File: config.mk
export PLATFORM = sky130hd
export DESIGN_NAME = string_literal_unescaper_flat
export DESIGN_NICKNAME = d
export VERILOG_FILES = /design/src/rtl/slu_pkg.sv /design/src/rtl/slu_if.sv /design/src/rtl/string_literal_unescaper.sv /design/src/rtl/slu_decode.sv /design/src/rtl/slu_out_reg.sv /design/src/flat_wrapper.sv
export SDC_FILE = /design/constraint.sdc
export NUM_CORES = 1
export LEC_CHECK = 0
export BUFFER_PORTS_ARGS = -buffer_cell sky130_fd_sc_hd__buf_2
export CAP_MARGIN = 10
export CORE_MARGIN = 2
export CORE_UTILIZATION = 52
export DETAILED_ROUTE_END_ITERATION = 7
export PLACE_DENSITY = 0.76
export SETUP_SLACK_MARGIN = 0.5
export SKIP_LAST_GASP = 1
export SYNTH_ARGS = -nofsm -noshare
export SYNTH_HDL_FRONTEND = slang
export SYNTH_SLANG_ARGS = --single-unit
File: constraint.sdc
create_clock -name clk_i -period 3.3 [get_ports clk_i]
set_input_delay 0.165 -clock clk_i [delete_from_list [all_inputs] [get_ports clk_i]]
set_output_delay 0.165 -clock clk_i [all_outputs]
set_load 0.05 [all_outputs]
File: src/rtl/slu_pkg.sv
// Package with types, codes and helper functions of the string literal unescaper.
package slu_pkg;

  localparam int unsigned CharWidth   = 8;
  localparam int unsigned LineWidth   = 20;
  localparam int unsigned ColumnWidth = 16;

  localparam logic [CharWidth-1:0] ChrNul   = 8'h00;
  localparam logic [CharWidth-1:0] ChrBs    = 8'h08;
  localparam logic [CharWidth-1:0] ChrTab   = 8'h09;
  localparam logic [CharWidth-1:0] ChrLf    = 8'h0A;
  localparam logic [CharWidth-1:0] ChrVt    = 8'h0B;
  localparam logic [CharWidth-1:0] ChrFf    = 8'h0C;
  localparam logic [CharWidth-1:0] ChrCr    = 8'h0D;
  localparam logic [CharWidth-1:0] ChrDquote = 8'h22;
  localparam logic [CharWidth-1:0] ChrSquote = 8'h27;
  localparam logic [CharWidth-1:0] ChrBslash = 8'h5C;
  localparam logic [CharWidth-1:0] ChrLowerX = 8'h78;
  localparam logic [CharWidth-1:0] ChrZero   = 8'h30;
  localparam logic [CharWidth-1:0] ChrLowerB = 8'h62;
  localparam logic [CharWidth-1:0] ChrLowerT = 8'h74;
  localparam logic [CharWidth-1:0] ChrLowerN = 8'h6E;
  localparam logic [CharWidth-1:0] ChrLowerV = 8'h76;
  localparam logic [CharWidth-1:0] ChrLowerF = 8'h66;
  localparam logic [CharWidth-1:0] ChrLowerR = 8'h72;

  typedef enum logic [2:0] {
    MODE_IDLE = 3'd0,
    MODE_BODY = 3'd1,
    MODE_ESC  = 3'd2,
    MODE_HEX1 = 3'd3,
    MODE_HEX2 = 3'd4
  } mode_e;

  typedef enum logic [2:0] {
    ST_BYTE    = 3'd0,
    ST_END     = 3'd1,
    ST_EOL     = 3'd2,
    ST_HEX     = 3'd3,
    ST_NUL     = 3'd4,
    ST_NOQUOTE = 3'd5
  } status_e;

  typedef struct packed {
    logic [CharWidth-1:0]   char_in;
    logic [LineWidth-1:0]   start_line;
    logic [ColumnWidth-1:0] start_column;
  } in_item_t;

  typedef struct packed {
    logic [CharWidth-1:0]   char_out;
    logic [2:0]             status;
    logic                   last;
    logic [LineWidth-1:0]   error_line;
    logic [ColumnWidth-1:0] error_column;
  } out_item_t;

  // Result of a hex digit lookup: valid flag and the nibble.
  typedef struct packed {
    logic       ok;
    logic [3:0] value;
  } hex_digit_t;

  function automatic hex_digit_t hex_value(input logic [CharWidth-1:0] c);
    hex_digit_t r;
    r = '0;
    if (c >= 8'h30 && c <= 8'h39) begin
      r.ok    = 1'b1;
      r.value = 4'(c - 8'h30);
    end else if (c >= 8'h61 && c <= 8'h66) begin
      r.ok    = 1'b1;
      r.value = 4'(c - 8'h57);
    end else if (c >= 8'h41 && c <= 8'h46) begin
      r.ok    = 1'b1;
      r.value = 4'(c - 8'h37);
    end
    return r;
  endfunction

  function automatic logic [CharWidth-1:0] esc_decode(input logic [CharWidth-1:0] c);
    logic [CharWidth-1:0] r;
    case (c)
      ChrZero:   r = ChrNul;
      ChrLowerB: r = ChrBs;
      ChrLowerT: r = ChrTab;
      ChrLowerN: r = ChrLf;
      ChrLowerV: r = ChrVt;
      ChrLowerF: r = ChrFf;
      ChrLowerR: r = ChrCr;
      default:   r = c;
    endcase
    return r;
  endfunction

  function automatic logic [ColumnWidth-1:0] sat_inc(input logic [ColumnWidth-1:0] c);
    return (&c) ? c : c + ColumnWidth'(1);
  endfunction

endpackage

File: src/rtl/slu_if.sv
// Valid/ready channel interfaces for source bytes and decoded results.
interface slu_in_if;
  logic                              valid;
  logic                              ready;
  logic [slu_pkg::CharWidth-1:0]     char_in;
  logic [slu_pkg::LineWidth-1:0]     start_line;
  logic [slu_pkg::ColumnWidth-1:0]   start_column;

  modport source (output valid, char_in, start_line, start_column, input ready);
  modport sink   (input valid, char_in, start_line, start_column, output ready);
endinterface

interface slu_out_if;
  logic                              valid;
  logic                              ready;
  logic [slu_pkg::CharWidth-1:0]     char_out;
  logic [2:0]                        status;
  logic                              last;
  logic [slu_pkg::LineWidth-1:0]     error_line;
  logic [slu_pkg::ColumnWidth-1:0]   error_column;

  modport source (output valid, char_out, status, last, error_line, error_column,
                  input ready);
  modport sink   (input valid, char_out, status, last, error_line, error_column,
                  output ready);
endinterface

File: src/rtl/string_literal_unescaper.sv
// Top level of the string literal unescaper: input register, decoder, result register.
//
//   Channel  Direction  Payload
//   in_i     sink       char_in, start_line, start_column
//   out_o    source     char_out, status, last, error_line, error_column
//
// One source byte per cycle in steady state while the receiver takes results; a
// result passes through the input register and then the result register.
// The decoder state advances when the buffered byte moves on. A result that waits
// in the result register holds the byte in the input register and drops input
// ready in that same cycle, even when the byte would produce no result.
// Bytes that produce no result (opening quote, backslash, the x of a hex escape,
// first hex digit) still advance the decoder. Reset returns the block to the idle
// mode with both registers empty.
module string_literal_unescaper (
  input  logic     clk_i,
  input  logic     rst_ni,
  slu_in_if.sink   in_i,
  slu_out_if.source out_o
);
  import slu_pkg::*;

  logic      in_valid_q, in_valid_d;
  in_item_t  in_data_q;
  logic      step;
  logic      out_free;
  logic      res_valid;
  out_item_t res;

  assign step       = in_valid_q && out_free;
  assign in_i.ready = !in_valid_q || step;
  assign in_valid_d = in_i.ready ? in_i.valid : in_valid_q;

  always_ff @(posedge clk_i or negedge rst_ni) begin
    if (!rst_ni) begin
      in_valid_q <= 1'b0;
    end else begin
      in_valid_q <= in_valid_d;
    end
  end

  always_ff @(posedge clk_i) begin
    if (in_i.valid && in_i.ready) begin
      in_data_q <= '{char_in:      in_i.char_in,
                     start_line:   in_i.start_line,
                     start_column: in_i.start_column};
    end
  end

  slu_decode u_decode (
    .clk_i       (clk_i),
    .rst_ni      (rst_ni),
    .step_i      (step),
    .item_i      (in_data_q),
    .res_valid_o (res_valid),
    .res_o       (res)
  );

  slu_out_reg u_out_reg (
    .clk_i  (clk_i),
    .rst_ni (rst_ni),
    .load_i (step && res_valid),
    .res_i  (res),
    .free_o (out_free),
    .out_o  (out_o)
  );

endmodule

File: src/rtl/slu_decode.sv
// Literal state machine: decodes one byte per step and updates mode and position.
module slu_decode (
  input  logic              clk_i,
  input  logic              rst_ni,
  input  logic              step_i,
  input  slu_pkg::in_item_t item_i,
  output logic              res_valid_o,
  output slu_pkg::out_item_t res_o
);
  import slu_pkg::*;

  mode_e                  mode_q, mode_d;
  logic [CharWidth-1:0]   quote_q, quote_d;
  logic [3:0]             hex_q, hex_d;
  logic [LineWidth-1:0]   line_q, line_d;
  logic [ColumnWidth-1:0] col_q, col_d;

  logic [CharWidth-1:0]   c;
  hex_digit_t             hd;

  always_ff @(posedge clk_i or negedge rst_ni) begin
    if (!rst_ni) begin
      mode_q  <= MODE_IDLE;
      quote_q <= '0;
      hex_q   <= '0;
      line_q  <= '0;
      col_q   <= '0;
    end else if (step_i) begin
      mode_q  <= mode_d;
      quote_q <= quote_d;
      hex_q   <= hex_d;
      line_q  <= line_d;
      col_q   <= col_d;
    end
  end

  assign c  = item_i.char_in;
  assign hd = hex_value(c);

  always_comb begin
    mode_d      = mode_q;
    quote_d     = quote_q;
    hex_d       = hex_q;
    line_d      = line_q;
    col_d       = col_q;
    res_valid_o = 1'b0;
    res_o       = '0;
    case (mode_q)
      MODE_BODY: begin
        if (c == ChrLf || c == ChrCr || c == ChrNul) begin
          mode_d             = MODE_IDLE;
          res_valid_o        = 1'b1;
          res_o.status       = (c == ChrNul) ? ST_NUL : ST_EOL;
          res_o.last         = 1'b1;
          res_o.error_line   = line_q;
          res_o.error_column = col_q;
        end else if (c == quote_q) begin
          mode_d       = MODE_IDLE;
          col_d        = sat_inc(col_q);
          res_valid_o  = 1'b1;
          res_o.status = ST_END;
          res_o.last   = 1'b1;
        end else begin
          col_d = sat_inc(col_q);
          if (c == ChrBslash) begin
            mode_d = MODE_ESC;
          end else begin
            res_valid_o    = 1'b1;
            res_o.char_out = c;
            res_o.status   = ST_BYTE;
          end
        end
      end
      MODE_ESC: begin
        if (c == ChrNul) begin
          mode_d             = MODE_IDLE;
          res_valid_o        = 1'b1;
          res_o.status       = ST_NUL;
          res_o.last         = 1'b1;
          res_o.error_line   = line_q;
          res_o.error_column = col_q;
        end else begin
          col_d = sat_inc(col_q);
          if (c == ChrLowerX) begin
            mode_d = MODE_HEX1;
          end else begin
            mode_d         = MODE_BODY;
            res_valid_o    = 1'b1;
            res_o.char_out = esc_decode(c);
            res_o.status   = ST_BYTE;
          end
        end
      end
      MODE_HEX1, MODE_HEX2: begin
        if (!hd.ok) begin
          mode_d             = MODE_IDLE;
          res_valid_o        = 1'b1;
          res_o.status       = ST_HEX;
          res_o.last         = 1'b1;
          res_o.error_line   = line_q;
          res_o.error_column = col_q;
        end else begin
          col_d = sat_inc(col_q);
          if (mode_q == MODE_HEX1) begin
            hex_d  = hd.value;
            mode_d = MODE_HEX2;
          end else begin
            mode_d         = MODE_BODY;
            res_valid_o    = 1'b1;
            res_o.char_out = {hex_q, hd.value};
            res_o.status   = ST_BYTE;
          end
        end
      end
      default: begin
        if (c == ChrDquote || c == ChrSquote) begin
          quote_d = c;
          line_d  = item_i.start_line;
          col_d   = sat_inc(item_i.start_column);
          hex_d   = '0;
          mode_d  = MODE_BODY;
        end else begin
          mode_d             = MODE_IDLE;
          res_valid_o        = 1'b1;
          res_o.status       = ST_NOQUOTE;
          res_o.last         = 1'b1;
          res_o.error_line   = item_i.start_line;
          res_o.error_column = item_i.start_column;
        end
      end
    endcase
  end

endmodule

File: src/rtl/slu_out_reg.sv
// Result register that drives the output channel.
module slu_out_reg (
  input  logic               clk_i,
  input  logic               rst_ni,
  input  logic               load_i,
  input  slu_pkg::out_item_t res_i,
  output logic               free_o,
  slu_out_if.source          out_o
);
  import slu_pkg::*;

  logic      valid_q, valid_d;
  out_item_t data_q;

  // The register can take a new result when it is empty or its transfer completes now.
  assign free_o  = !valid_q || out_o.ready;
  assign valid_d = load_i ? 1'b1 : (valid_q && !out_o.ready);

  always_ff @(posedge clk_i or negedge rst_ni) begin
    if (!rst_ni) begin
      valid_q <= 1'b0;
    end else begin
      valid_q <= valid_d;
    end
  end

  always_ff @(posedge clk_i) begin
    if (load_i) begin
      data_q <= res_i;
    end
  end

  assign out_o.valid        = valid_q;
  assign out_o.char_out     = data_q.char_out;
  assign out_o.status       = data_q.status;
  assign out_o.last         = data_q.last;
  assign out_o.error_line   = data_q.error_line;
  assign out_o.error_column = data_q.error_column;

endmodule

File: src/flat_wrapper.sv
// flat-port wrapper written by rule: the top's interface ports become plain ports
module string_literal_unescaper_flat import slu_pkg::*;
  (clk_i, rst_ni, in_i_valid, in_i_char_in, in_i_start_line, in_i_start_column, in_i_ready, out_o_valid, out_o_char_out, out_o_status, out_o_last, out_o_error_line, out_o_error_column, out_o_ready);
  slu_in_if in_i_i ();
  slu_out_if out_o_i ();
  input  logic clk_i;
  input  logic rst_ni;
  input wire logic [$bits(in_i_i.valid)-1:0] in_i_valid;
  input wire logic [$bits(in_i_i.char_in)-1:0] in_i_char_in;
  input wire logic [$bits(in_i_i.start_line)-1:0] in_i_start_line;
  input wire logic [$bits(in_i_i.start_column)-1:0] in_i_start_column;
  output wire logic [$bits(in_i_i.ready)-1:0] in_i_ready;
  output wire logic [$bits(out_o_i.valid)-1:0] out_o_valid;
  output wire logic [$bits(out_o_i.char_out)-1:0] out_o_char_out;
  output wire logic [$bits(out_o_i.status)-1:0] out_o_status;
  output wire logic [$bits(out_o_i.last)-1:0] out_o_last;
  output wire logic [$bits(out_o_i.error_line)-1:0] out_o_error_line;
  output wire logic [$bits(out_o_i.error_column)-1:0] out_o_error_column;
  input wire logic [$bits(out_o_i.ready)-1:0] out_o_ready;
  assign in_i_i.valid = in_i_valid;
  assign in_i_i.char_in = in_i_char_in;
  assign in_i_i.start_line = in_i_start_line;
  assign in_i_i.start_column = in_i_start_column;
  assign in_i_ready = in_i_i.ready;
  assign out_o_valid = out_o_i.valid;
  assign out_o_char_out = out_o_i.char_out;
  assign out_o_status = out_o_i.status;
  assign out_o_last = out_o_i.last;
  assign out_o_error_line = out_o_i.error_line;
  assign out_o_error_column = out_o_i.error_column;
  assign out_o_i.ready = out_o_ready;
  string_literal_unescaper u_core (.clk_i(clk_i), .rst_ni(rst_ni), .in_i(in_i_i), .out_o(out_o_i));
endmodule
==> impl_metrics.toml, run 1 <==
[drt]
drt_wl_total_um = 16080
wl_met3_um = 1014
m1WireLength_um = 6551
first_iter_violations = 403
dr.pass1.iters = 5
ant_nets = 0
highest_layer = "met4"
vias_per_cell = 5.719
wl_met2_um = 8142
vias = 5096
drc = 0
wire_per_inst_um = 18.05

[run_status]
status = "finished clean"

[timing]
fin_crit_sh_pct = 80.33
finalMaxSlewViolations = 0
final_hold_viol_count = 0
maxSlewHeadroom_pct = 51.18
setup_viol = 0
fin_ws_ns = 0.6490
rsz0062_at_grt = "no"
tns_ns = 0
fin_crit_ns = 2.651
finClkSkew_ns = 0.01016
timing.fmax_ghz = 0.3772
worstMarginPinSlew_ns = 0.7315

[pwr]
p_leak_nw = 3.593
p_per_area_nw_per_um2 = 845.7
ir_drop_uv = 456.7

[critical_path]
crit_family = "simple AND/OR/NAND/NOR gates"
crit_chain = "or3_1, nand2_2, nand4_4, nor2_8, mux2_2"
max_stage_delay_ns = 0.53
arrival_ns = 2.97
crit_path_end_kind = "register"
r2r-end = "u_core.u_decode.line_q[3]$_DFFE_PN0P_"
reg2reg_depth = 5
critical_path.max_fanout = 28
cp.buffers_inverters = 0
regToRegStartpoint = "u_core.u_decode.mode_q[2]$_DFFE_PN0P_"
critPathKind = "register to register"
slowest_stage = "dfrtp_1"
required_ns = 3.61
start_kind = "register"
r2r_setup_slack_ns = 0.65

[layout]
syn_to_final_growth_pct = 26.32
fillCellCount = 946
final_common_cell = "buf_2"
final_cell_mix = "97 x buf_2, 92 x edfxtp_1, 53 x dfrtp_1, 46 x nand2_1, 46 x dlygate4sd3_1"
nNetsFinal = 757
drive_above_1_share_pct = 28.81
antenna_cells = 0

[die]
fp.dieArea_um2 = 14220
start_util_pct = 52.79
rows = 42
io_pins = 98
coreArea_um2 = 13090
fp.dieW_um = 119.3
die_h_um = 119.3

[worst_hold_path]
whs_path_depth = 4
worstHoldStart = "out_o_ready"
whs_endpoint = "u_core.in_valid_q$_DFFE_PN0N_"
holdCritPathClass = "primary input to register"

[yosys]
synth_nets = 609
ys.flop_type = "edfxtp_1"
ys_seq_area_share_pct = 59.19
yosysUniqueCellTypes = 73
yosysWarningCount = 0
async_reset_ff_share_pct = 36.55
synth_edf_count = 92
synth.cell_area_um2 = 6908
syn_inst = 554
synth-seq-cells = 145
syn_avg_cell_area_um2 = 12.47

[global_routing]
grt_pass1_vias = 5199
grt_pass1_wl_um = 26310
antenna_found_initial = 0
track_usage_pct = 23.93
gr-total-overflow = 0
grt_max_degree = 45

[job]
cap_viol_max_count = 0

[cts]
cts_buffer_depth = 2
cts_buffers = 17
cts_tree = "built"
insertion_delay_ns = 0.44
clock_sinks = 145
path_clk_slew_ns = 0.06
clockRootBuffer = "clkbuf_16"
cts_max_level = 4

[place]
gp_congestion = 0.8708
place_worst_setup_slack_ns = 0.4704
place_hpwl_um = 10520
numPortBuffers = 97
[flip-flops by register name (all words and copies together), names as in the netlist, 4 cells and up]
name / flops
u_core.u_decode.line_q: 20
u_core.u_decode.hex_q: 4
u_core.u_out_reg.out_o.error_column: 16
u_core.in_data_q: 44
u_core.u_decode.col_q: 16
u_core.u_out_reg.out_o.char_out: 8
u_core.u_decode.quote_q: 8
u_core.u_out_reg.out_o.error_line: 20
[power by group]
group / internal, mW / leakage (nW) / switching, mW
clock network: 1.28 / 0.296 / 0.788
registers: 2.48 / 1.58 / 0.295
logic: 0.803 / 1.72 / 1.74
[worst max path at each step]
| stage | from | endpoint | slack, ns | cells after the start |
|---|---|---|---|---|
| 6_report | u_core.u_decode.mode_q[2]$_DFFE_PN0P_ | u_core.u_decode.line_q[3]$_DFFE_PN0P_ | 0.65 | 5 |
| 5_1_grt | u_core.u_decode.mode_q[2]$_DFFE_PN0P_ | u_core.u_decode.line_q[3]$_DFFE_PN0P_ | 0.51 | 5 |
| 4_1_cts | u_core.in_data_q[36]$_DFFE_PP_ | u_core.u_out_reg.out_o.char_out[1]$_DFFE_PP_ | 0.53 | 9 |
| 3_5_place_dp | u_core.in_data_q[36]$_DFFE_PP_ | u_core.u_out_reg.out_o.error_line[2]$_DFFE_PP_ | 0.47 | 9 |
| 3_3_place_gp | u_core.in_data_q[36]$_DFFE_PP_ | u_core.u_out_reg.out_o.error_line[2]$_DFFE_PP_ | 0.52 | 9 |
| 2_1_floorplan | u_core.u_out_reg.out_o.valid$_DFF_PN0_ | u_core.in_data_q[0]$_DFFE_PP_ | 0.59 | 3 |
[synth_stat cells, types with 9 or more instances]
master,number,area (µm²)
nor2_1,20,75.07
o21ai_0,29,145.1
nand3_1,11,55.05
a22o_1,42,367.9
xnor2_1,15,131.4
nor3_1,13,65.06
nand2b_1,9,56.30
mux2_2,34,382.9
nand4_1,12,75.07
dfrtp_1,53,1326
buf_2,15,75.07
edfxtp_1,92,2763
a21oi_1,32,160.2
nand2_1,46,172.7
[stage by stage]
| step | cells | total power [mW] | hold WS [ns] | utilization (%) | instance area [µm²] |
|---|---|---|---|---|---|
| 3_5_place_dp | 808 | 5.264 | 0.2278 | 57.92 | 7579 |
| 4_1_cts | 890 | 7.377 | 0.03880 | 66.53 | 8706 |
| 5_1_grt | 891 | 7.735 | 0.08205 | 66.69 | 8726 |
| 2_1_floorplan | 554 | 4.643 | -0.1306 | - | 6913 |
| 6_report | 891 | 7.379 | 0.05442 | 66.69 | 8726 |
| 3_3_place_gp | 808 | 5.207 | 0.2303 | 57.92 | 7579 |
[area by class of cell]
cell class	instances	area [µm²]	area share, %
clock buffer	18	429.2	4.918
timing repair buffer	159	1082	12.40
tap	176	220.2	2.524
clock inverter	14	201.4	2.309
sequential	145	4089	46.86
inverter	8	30.03	0.3441
multi-input combinational	371	2674	30.64
[timing repair]
action,in CTS,in global routing
gates resized for setup,1,4
buffers inserted,4,1
endpoints found under the hold margin,71,0
endpoints found under the setup margin,48,49
hold buffers,46,0
[logic make-up (layout without fill, tap and decap cells)]
| group | after synthesis | count (layout) | share of synthesized area, % |
|---|---|---|---|
| AND/OR/NAND/NOR | 165 | 165 | 13.66 |
| flip-flops | 145 | 145 | 59.19 |
| AO/OA/AOI/OAI | 142 | 142 | 14.71 |
| buffers and inverters | 38 | 199 | 2.681 |
| multiplexers | 36 | 36 | 5.832 |
| XOR/XNOR | 21 | 21 | 2.663 |
| adder cells (fa/ha/maj) | 7 | 7 | 1.268 |
[per-layer routing]
layer	GRT usage [%]	up-vias
met5	0	-
met4	9.449	0
met3	6.130	32
met2	40.41	197
met1	29.47	2450
li1	-	2417
[worst min-delay path, cell delays in order]
cell and delay [ns]:
buf_2 0.08, nor2b_1 0.05, nand2_1 0.09, nand2b_1 0.06
Power figures use the tool's default switching activity.
==> run 2, diff against run 1 <==
==> constraint.sdc (replaced) <==
create_clock -name clk_i -period 2.4 [get_ports clk_i]
set_input_delay 0.12 -clock clk_i [delete_from_list [all_inputs] [get_ports clk_i]]
set_output_delay 0.12 -clock clk_i [all_outputs]
set_load 0.05 [all_outputs]
==> run 2 against run 1 <==
Net effect: sequential share of layout area down 5.8 points; via count is 15% higher; maximum frequency increased by 6.6%; first-iteration DRC count up 52%; the run now ends with negative setup slack left; highest routed layer unchanged; clock skew shrank 0.0036 ns; hold slack worse by 0.037 ns; global-route usage rose by 4.1 points.
==> impl_metrics.toml, run 2 (synthesis gave the netlist of run 1 again) <==
[layout]
largest_reg_flops = 44
final_common_cell = "buf_2"
drive_above_1_share_pct = 41.60
stdcell_area_um2 = 9968
nNetsFinal = 840
stdcell_count = 975
final_cell_mix = "97 x buf_2, 92 x edfxtp_1, 68 x buf_4, 51 x dfrtp_1, 46 x dlygate4sd3_1"
syn_to_final_growth_pct = 44.30
regMostFlops = "u_core.in_data_q"

[timing]
finClkSkew_ns = 0.006568
setup_viol = 64
timing.fmax_ghz = 0.4022
fin_crit_ns = 2.486
fin_ws_ns = -0.08627
worstMarginPinSlew_ns = 0.6662
fin_crit_sh_pct = 103.6
final_hold_viol_count = 0
maxSlewHeadroom_pct = 55.48
finalMaxSlewViolations = 0
rsz0062_at_grt = "yes"

[drt]
ant_nets = 0
vias_per_cell = 6.001
vias = 5851
wl_met3_um = 1259
m1WireLength_um = 7785
dr.pass1.iters = 5
highest_layer = "met4"
drt_wl_total_um = 20510
wire_per_inst_um = 21.03
first_iter_violations = 614
wl_met2_um = 10750
drc = 0

[critical_path]
critPathKind = "register to register"
max_stage_delay_ns = 0.44
cp.buffers_inverters = 2
crit_chain = "inv_2, ha_4, or3b_4, and4_4, nor2_4, o22ai_2, o21ai_2, and3_4, clkbuf_16"
arrival_ns = 2.63
reg2reg_depth = 9
path_depth = 9
crit_path_end_kind = "register"
critical_path.max_fanout = 8
required_ns = 2.54
crit_family = "simple AND/OR/NAND/NOR gates"
slowest_stage = "edfxtp_1"
start_kind = "register"

[place]
place_hpwl_um = 11510
numPortBuffers = 97
post-place-cells = 845
placed_area_um2 = 7958
gp_congestion = 0.9118

[cts]
insertion_delay_ns = 0.43
cts_max_level = 4
path_clk_slew_ns = 0.06
cts_tree = "built"
cts_buffers = 17
clockRootBuffer = "clkbuf_16"
clock_sinks = 145
cts_buffer_depth = 2

[global_routing]
grt_pass1_vias = 5785
track_usage_pct = 28.06
grt_pass1_wl_um = 30390
grt_max_degree = 45
gr-total-overflow = 0
antenna_found_initial = 0

[pwr]
ir_drop_uv = 563.7
p_comb_share_pct = 39.1
clkPwrFrac_pct = 27.4
p_leak_nw = 4.152
pwr-share-seq_pct = 33.6
p_per_area_nw_per_um2 = 1138
p_int_mw = 7.058
switchingPower_mw = 4.281
power.total_mw = 11.34
netSwitchingFraction_pct = 37.76

[die]
fp.dieW_um = 119.3
io_pins = 98
coreArea_um2 = 13090
fp.dieArea_um2 = 14220
start_util_pct = 52.79
die_h_um = 119.3
rows = 42

[run_status]
violations = "negative setup slack"
status = "finished with violations"

[worst_hold_path]
whs_path_depth = 4
holdCritPathClass = "primary input to register"

[job]
cap_viol_max_count = 0
==> run 2: changes by cell type in the layout (fill, tap and decap cells not counted), sizes merged, moves of 2 or more <==
cell | before | now
buf | 113 | 190
clkbuf | 18 | 20
nor2 | 23 | 26
bufinv | 4 | 6
clkinv | 1 | 3
clkinvlp | 4 | 0
==> run 2: path summary, 6_finish.rpt <==
path / slack [ns] / end / startpoint
worst max-delay path: -0.09 / u_core.u_out_reg.out_o.error_line[2]$_DFFE_PP_ / u_core.in_data_q[37]$_DFFE_PP_
worst min-delay path: 0.02 / u_core.in_valid_q$_DFFE_PN0N_ / out_o_ready
max in group asynchronous: 1.52 / u_core.u_decode.line_q[15]$_DFFE_PN0P_ / rst_ni
worst max register to register: -0.09 / u_core.u_out_reg.out_o.error_line[2]$_DFFE_PP_ / u_core.in_data_q[37]$_DFFE_PP_
min in group asynchronous: 0.20 / u_core.u_decode.quote_q[1]$_DFFE_PN0P_ / rst_ni
worst min register to register: 0.51 / u_core.u_decode.line_q[19]$_DFFE_PN0P_ / u_core.u_decode.line_q[19]$_DFFE_PN0P_
==> run 2: per-stage QoR <==
stage               utilization, %  worst slack [ns]  hold WS, ns  TNS (ns)
floorplan                        -           -0.1813      -0.1756    -8.702
global placement             60.81           0.02606       0.1064         0
detailed placement           60.81          -0.01352       0.1100   -0.2578
CTS                          73.87          0.008443     0.001883         0
global route                 76.16           -0.1402      0.04705    -6.993
finish                       76.18          -0.08627      0.01693    -3.634
==> run 2: final cells by class <==
cell class | count | area, µm²
repair buffers | 239 | 1919
inverters | 8 | 30.03
fillers | 745 | 3117
flip-flops and latches | 145 | 4091
well taps | 176 | 220.2
multi-input cells | 374 | 3017
clock inverters | 14 | 249.0
clock buffers | 18 | 439.2
diodes | 1 | 2.502
==> run 2: power by group through the flow <==
stage	Clock, mW	Combinational (mW)	Sequential (mW)
floorplan	0	1.78	4.69
global placement	0	3.64	3.79
finish	3.11	4.43	3.81
global route	3.23	4.66	3.86
detailed placement	0	3.70	3.82
CTS	3.11	4.12	3.77
==> run 2: repair_timing <==
item	CTS	global route
cloned	6	2
hold endpoints to repair	62	0
resized for setup	58	32
hold buffers	46	0
setup buffers	30	13
endpoints found under the setup margin	146	146
pin swaps	20	22
==> run 2: per-layer routing <==
metal  up-vias  track usage [%]
met4         0            13.02
met5         -                0
met2       302            48.81
li1       2585                -
met1      2899            33.55
met3        65            5.556
==> run 2: worst reg2reg max path: cells and delay by family, from the launching register on <==
kind	cells	cell delay, ns
AO/OA/AOI/OAI	2	0.26
adder cells (fa/ha/maj)	1	0.15
buffers and inverters	2	0.35
flip-flops	1	0.44
AND/OR/NAND/NOR	4	1.00
==> run 3, diff against run 2 <==
--- a/config.mk
+++ b/config.mk
@@ -11,7 +11,7 @@
 export CORE_UTILIZATION = 52
 export DETAILED_ROUTE_END_ITERATION = 7
 export PLACE_DENSITY = 0.76
-export SETUP_SLACK_MARGIN = 0.5
+export SETUP_SLACK_MARGIN = 0.02
 export SKIP_LAST_GASP = 1
 export SYNTH_ARGS = -nofsm -noshare
 export SYNTH_HDL_FRONTEND = slang
==> run 3 against run 2 <==
Net effect: the run still ends with negative setup slack left; sequential power is essentially flat; utilization shrank 4.9 points; worst setup slack gained 0.023 ns; register-to-register slack gained 0.02 ns; routed wire length shrank 8.4%; clock power shrank 20%; final area shrank 6.4%; critical endpoint is now u_core.u_out_reg.out_o.error_line[18]$_DFFE_PP_; critical path type unchanged; total power shrank 7.9%; critical path depth is the same; maximum frequency grew 0.95%; combinational power shrank 6.3%.
==> impl_metrics.toml, run 3 (synthesis gave the netlist of run 1 again) <==
[critical_path]
critPathKind = "register to register"
start_kind = "register"
required_ns = 2.54
r2r_setup_slack_ns = -0.06
critical_path.max_fanout = 7
arrival_ns = 2.60
crit_path_end_kind = "register"

[die]
io_pins = 98
coreArea_um2 = 13090
rows = 42
die_h_um = 119.3
fp.dieArea_um2 = 14220
start_util_pct = 52.79
fp.dieW_um = 119.3

[cts]
insertion_delay_ns = 0.42
cts_buffer_depth = 2
clockRootBuffer = "clkbuf_16"
cts_buffers = 17
cts_tree = "built"
path_clk_slew_ns = 0.06
cts_max_level = 4
clock_sinks = 145

[drt]
ant_nets = 0
vias_per_cell = 5.907
drt_wl_total_um = 18790
first_iter_violations = 412
drc = 0
dr.pass1.iters = 4
vias = 5582
wire_per_inst_um = 19.88

[run_status]
violations = "negative setup slack"
status = "finished with violations"

[layout]
stdcell_area_um2 = 9328
nNetsFinal = 812
final_common_cell = "buf_2"
antenna_cells = 0
final_cell_mix = "97 x buf_2, 92 x edfxtp_1, 53 x buf_4, 53 x dfrtp_1"
regMostFlops = "u_core.in_data_q"
syn_to_final_growth_pct = 35.03
largest_reg_flops = 44
drive_above_1_share_pct = 36.41

[timing]
rsz0062_at_grt = "yes"
worstMarginPinSlew_ns = 0.7300
finClkSkew_ns = 0.007889
fin_ws_ns = -0.06286
final_hold_viol_count = 0
maxSlewHeadroom_pct = 51.33
timing.fmax_ghz = 0.4060
fin_crit_sh_pct = 102.6
setup_viol = 49
fin_crit_ns = 2.463
finalMaxSlewViolations = 0

[pwr]
p_per_area_nw_per_um2 = 1120
p_leak_nw = 3.897
ir_drop_uv = 642.1

[global_routing]
antenna_found_initial = 0
track_usage_pct = 25.40
grt_pass1_vias = 5323
gr-total-overflow = 0
grt_pass1_wl_um = 27790
grt_max_degree = 54

[place]
placed_area_um2 = 7936
place_worst_setup_slack_ns = -0.03411
place_hpwl_um = 11730
gp_congestion = 0.9519
numPortBuffers = 97

[worst_hold_path]
holdCritPathClass = "primary input to register"

[job]
cap_viol_max_count = 0
[run 3: cell types whose count changed in the layout (fill, tap and decap cells not counted), moves of 4 or more]
cell	change
mux2_4	-10
buf_6	-7
o21ai_0	+6
buf_4	-15
o21ai_1	-5
nand2_1	+4
nor2_4	-5
buf_12	-4
mux2_2	+10
bufinv_16	-5
[run 3: critical path: stages (launching register included)]
cell       delay, ns
edfxtp_1        0.45
inv_2           0.15
ha_4            0.14
or3b_4          0.38
and4_4          0.17
nor2_4          0.09
o22ai_2         0.08
o21ai_2         0.16
and3_4          0.36
clkbuf_16       0.19
[run 3: where the power goes]
part | switching [mW] | leakage (nW) | internal [mW]
combinational | 2.66 | 2.05 | 1.50
clock | 1.03 | 0.267 | 1.45
sequential | 0.396 | 1.58 | 3.41
total | 4.09 | 3.90 | 6.35
[run 3: per-layer routing]
metal | track usage, % | wire (µm) | up-vias
met5 | 0 | 0 | -
met1 | 31.04 | 7199 | 2711
met4 | 12.65 | 808 | 0
li1 | - | - | 2522
met2 | 43.61 | 9863 | 281
met3 | 4.262 | 920 | 68
[run 3: repair_timing]
| item | 4_1_cts | 5_1_grt |
|---|---|---|
| buffers inserted | 2 | 10 |
| hold endpoints to repair | 98 | 0 |
| pin swaps | 1 | 7 |
| setup endpoints to repair | 48 | 100 |
| gates cloned | 0 | 9 |
| hold buffers | 46 | 0 |
| gates resized for setup | 2 | 26 |
[run 3: cell type report]
class                      count  area (µm²)
multi-input combinational    371        2771
tap                          176       220.2
clock inverter                12       111.4
sequential                   145        4089
fill                         878        3757
timing repair buffer         214        1663
inverter                       8       30.03
clock buffer                  19       442.9
[run 3: final timing paths]
check,start,end,cells after the start
worst max register to register,u_core.in_data_q[36]$_DFFE_PP_,u_core.u_out_reg.out_o.error_line[18]$_DFFE_PP_,9
max in group asynchronous,rst_ni,u_core.u_decode.line_q[0]$_DFFE_PN0P_,3
worst max-delay path,u_core.in_data_q[36]$_DFFE_PP_,u_core.u_out_reg.out_o.error_line[18]$_DFFE_PP_,9
worst min register to register,u_core.u_decode.line_q[19]$_DFFE_PN0P_,u_core.u_decode.line_q[19]$_DFFE_PN0P_,1
min in group asynchronous,rst_ni,u_core.in_valid_q$_DFFE_PN0N_,3
worst min-delay path,out_o_ready,u_core.in_valid_q$_DFFE_PN0N_,4
[run 3: through the flow]
stage / setup TNS [ns] / util (%) / hold WS, ns / power, mW / instances
3_5_place_dp: -0.8914 / 60.65 / 0.2981 / 7.489 / 847
3_3_place_gp: 0 / 60.65 / 0.2973 / 7.403 / 847
2_1_floorplan: -8.702 / - / -0.1756 / 6.385 / 554
6_report: -2.084 / 71.29 / 0.02548 / 10.44 / 945
4_1_cts: 0 / 68.60 / 0.01623 / 10.05 / 926
5_1_grt: -6.320 / 71.29 / 0.06720 / 10.88 / 945
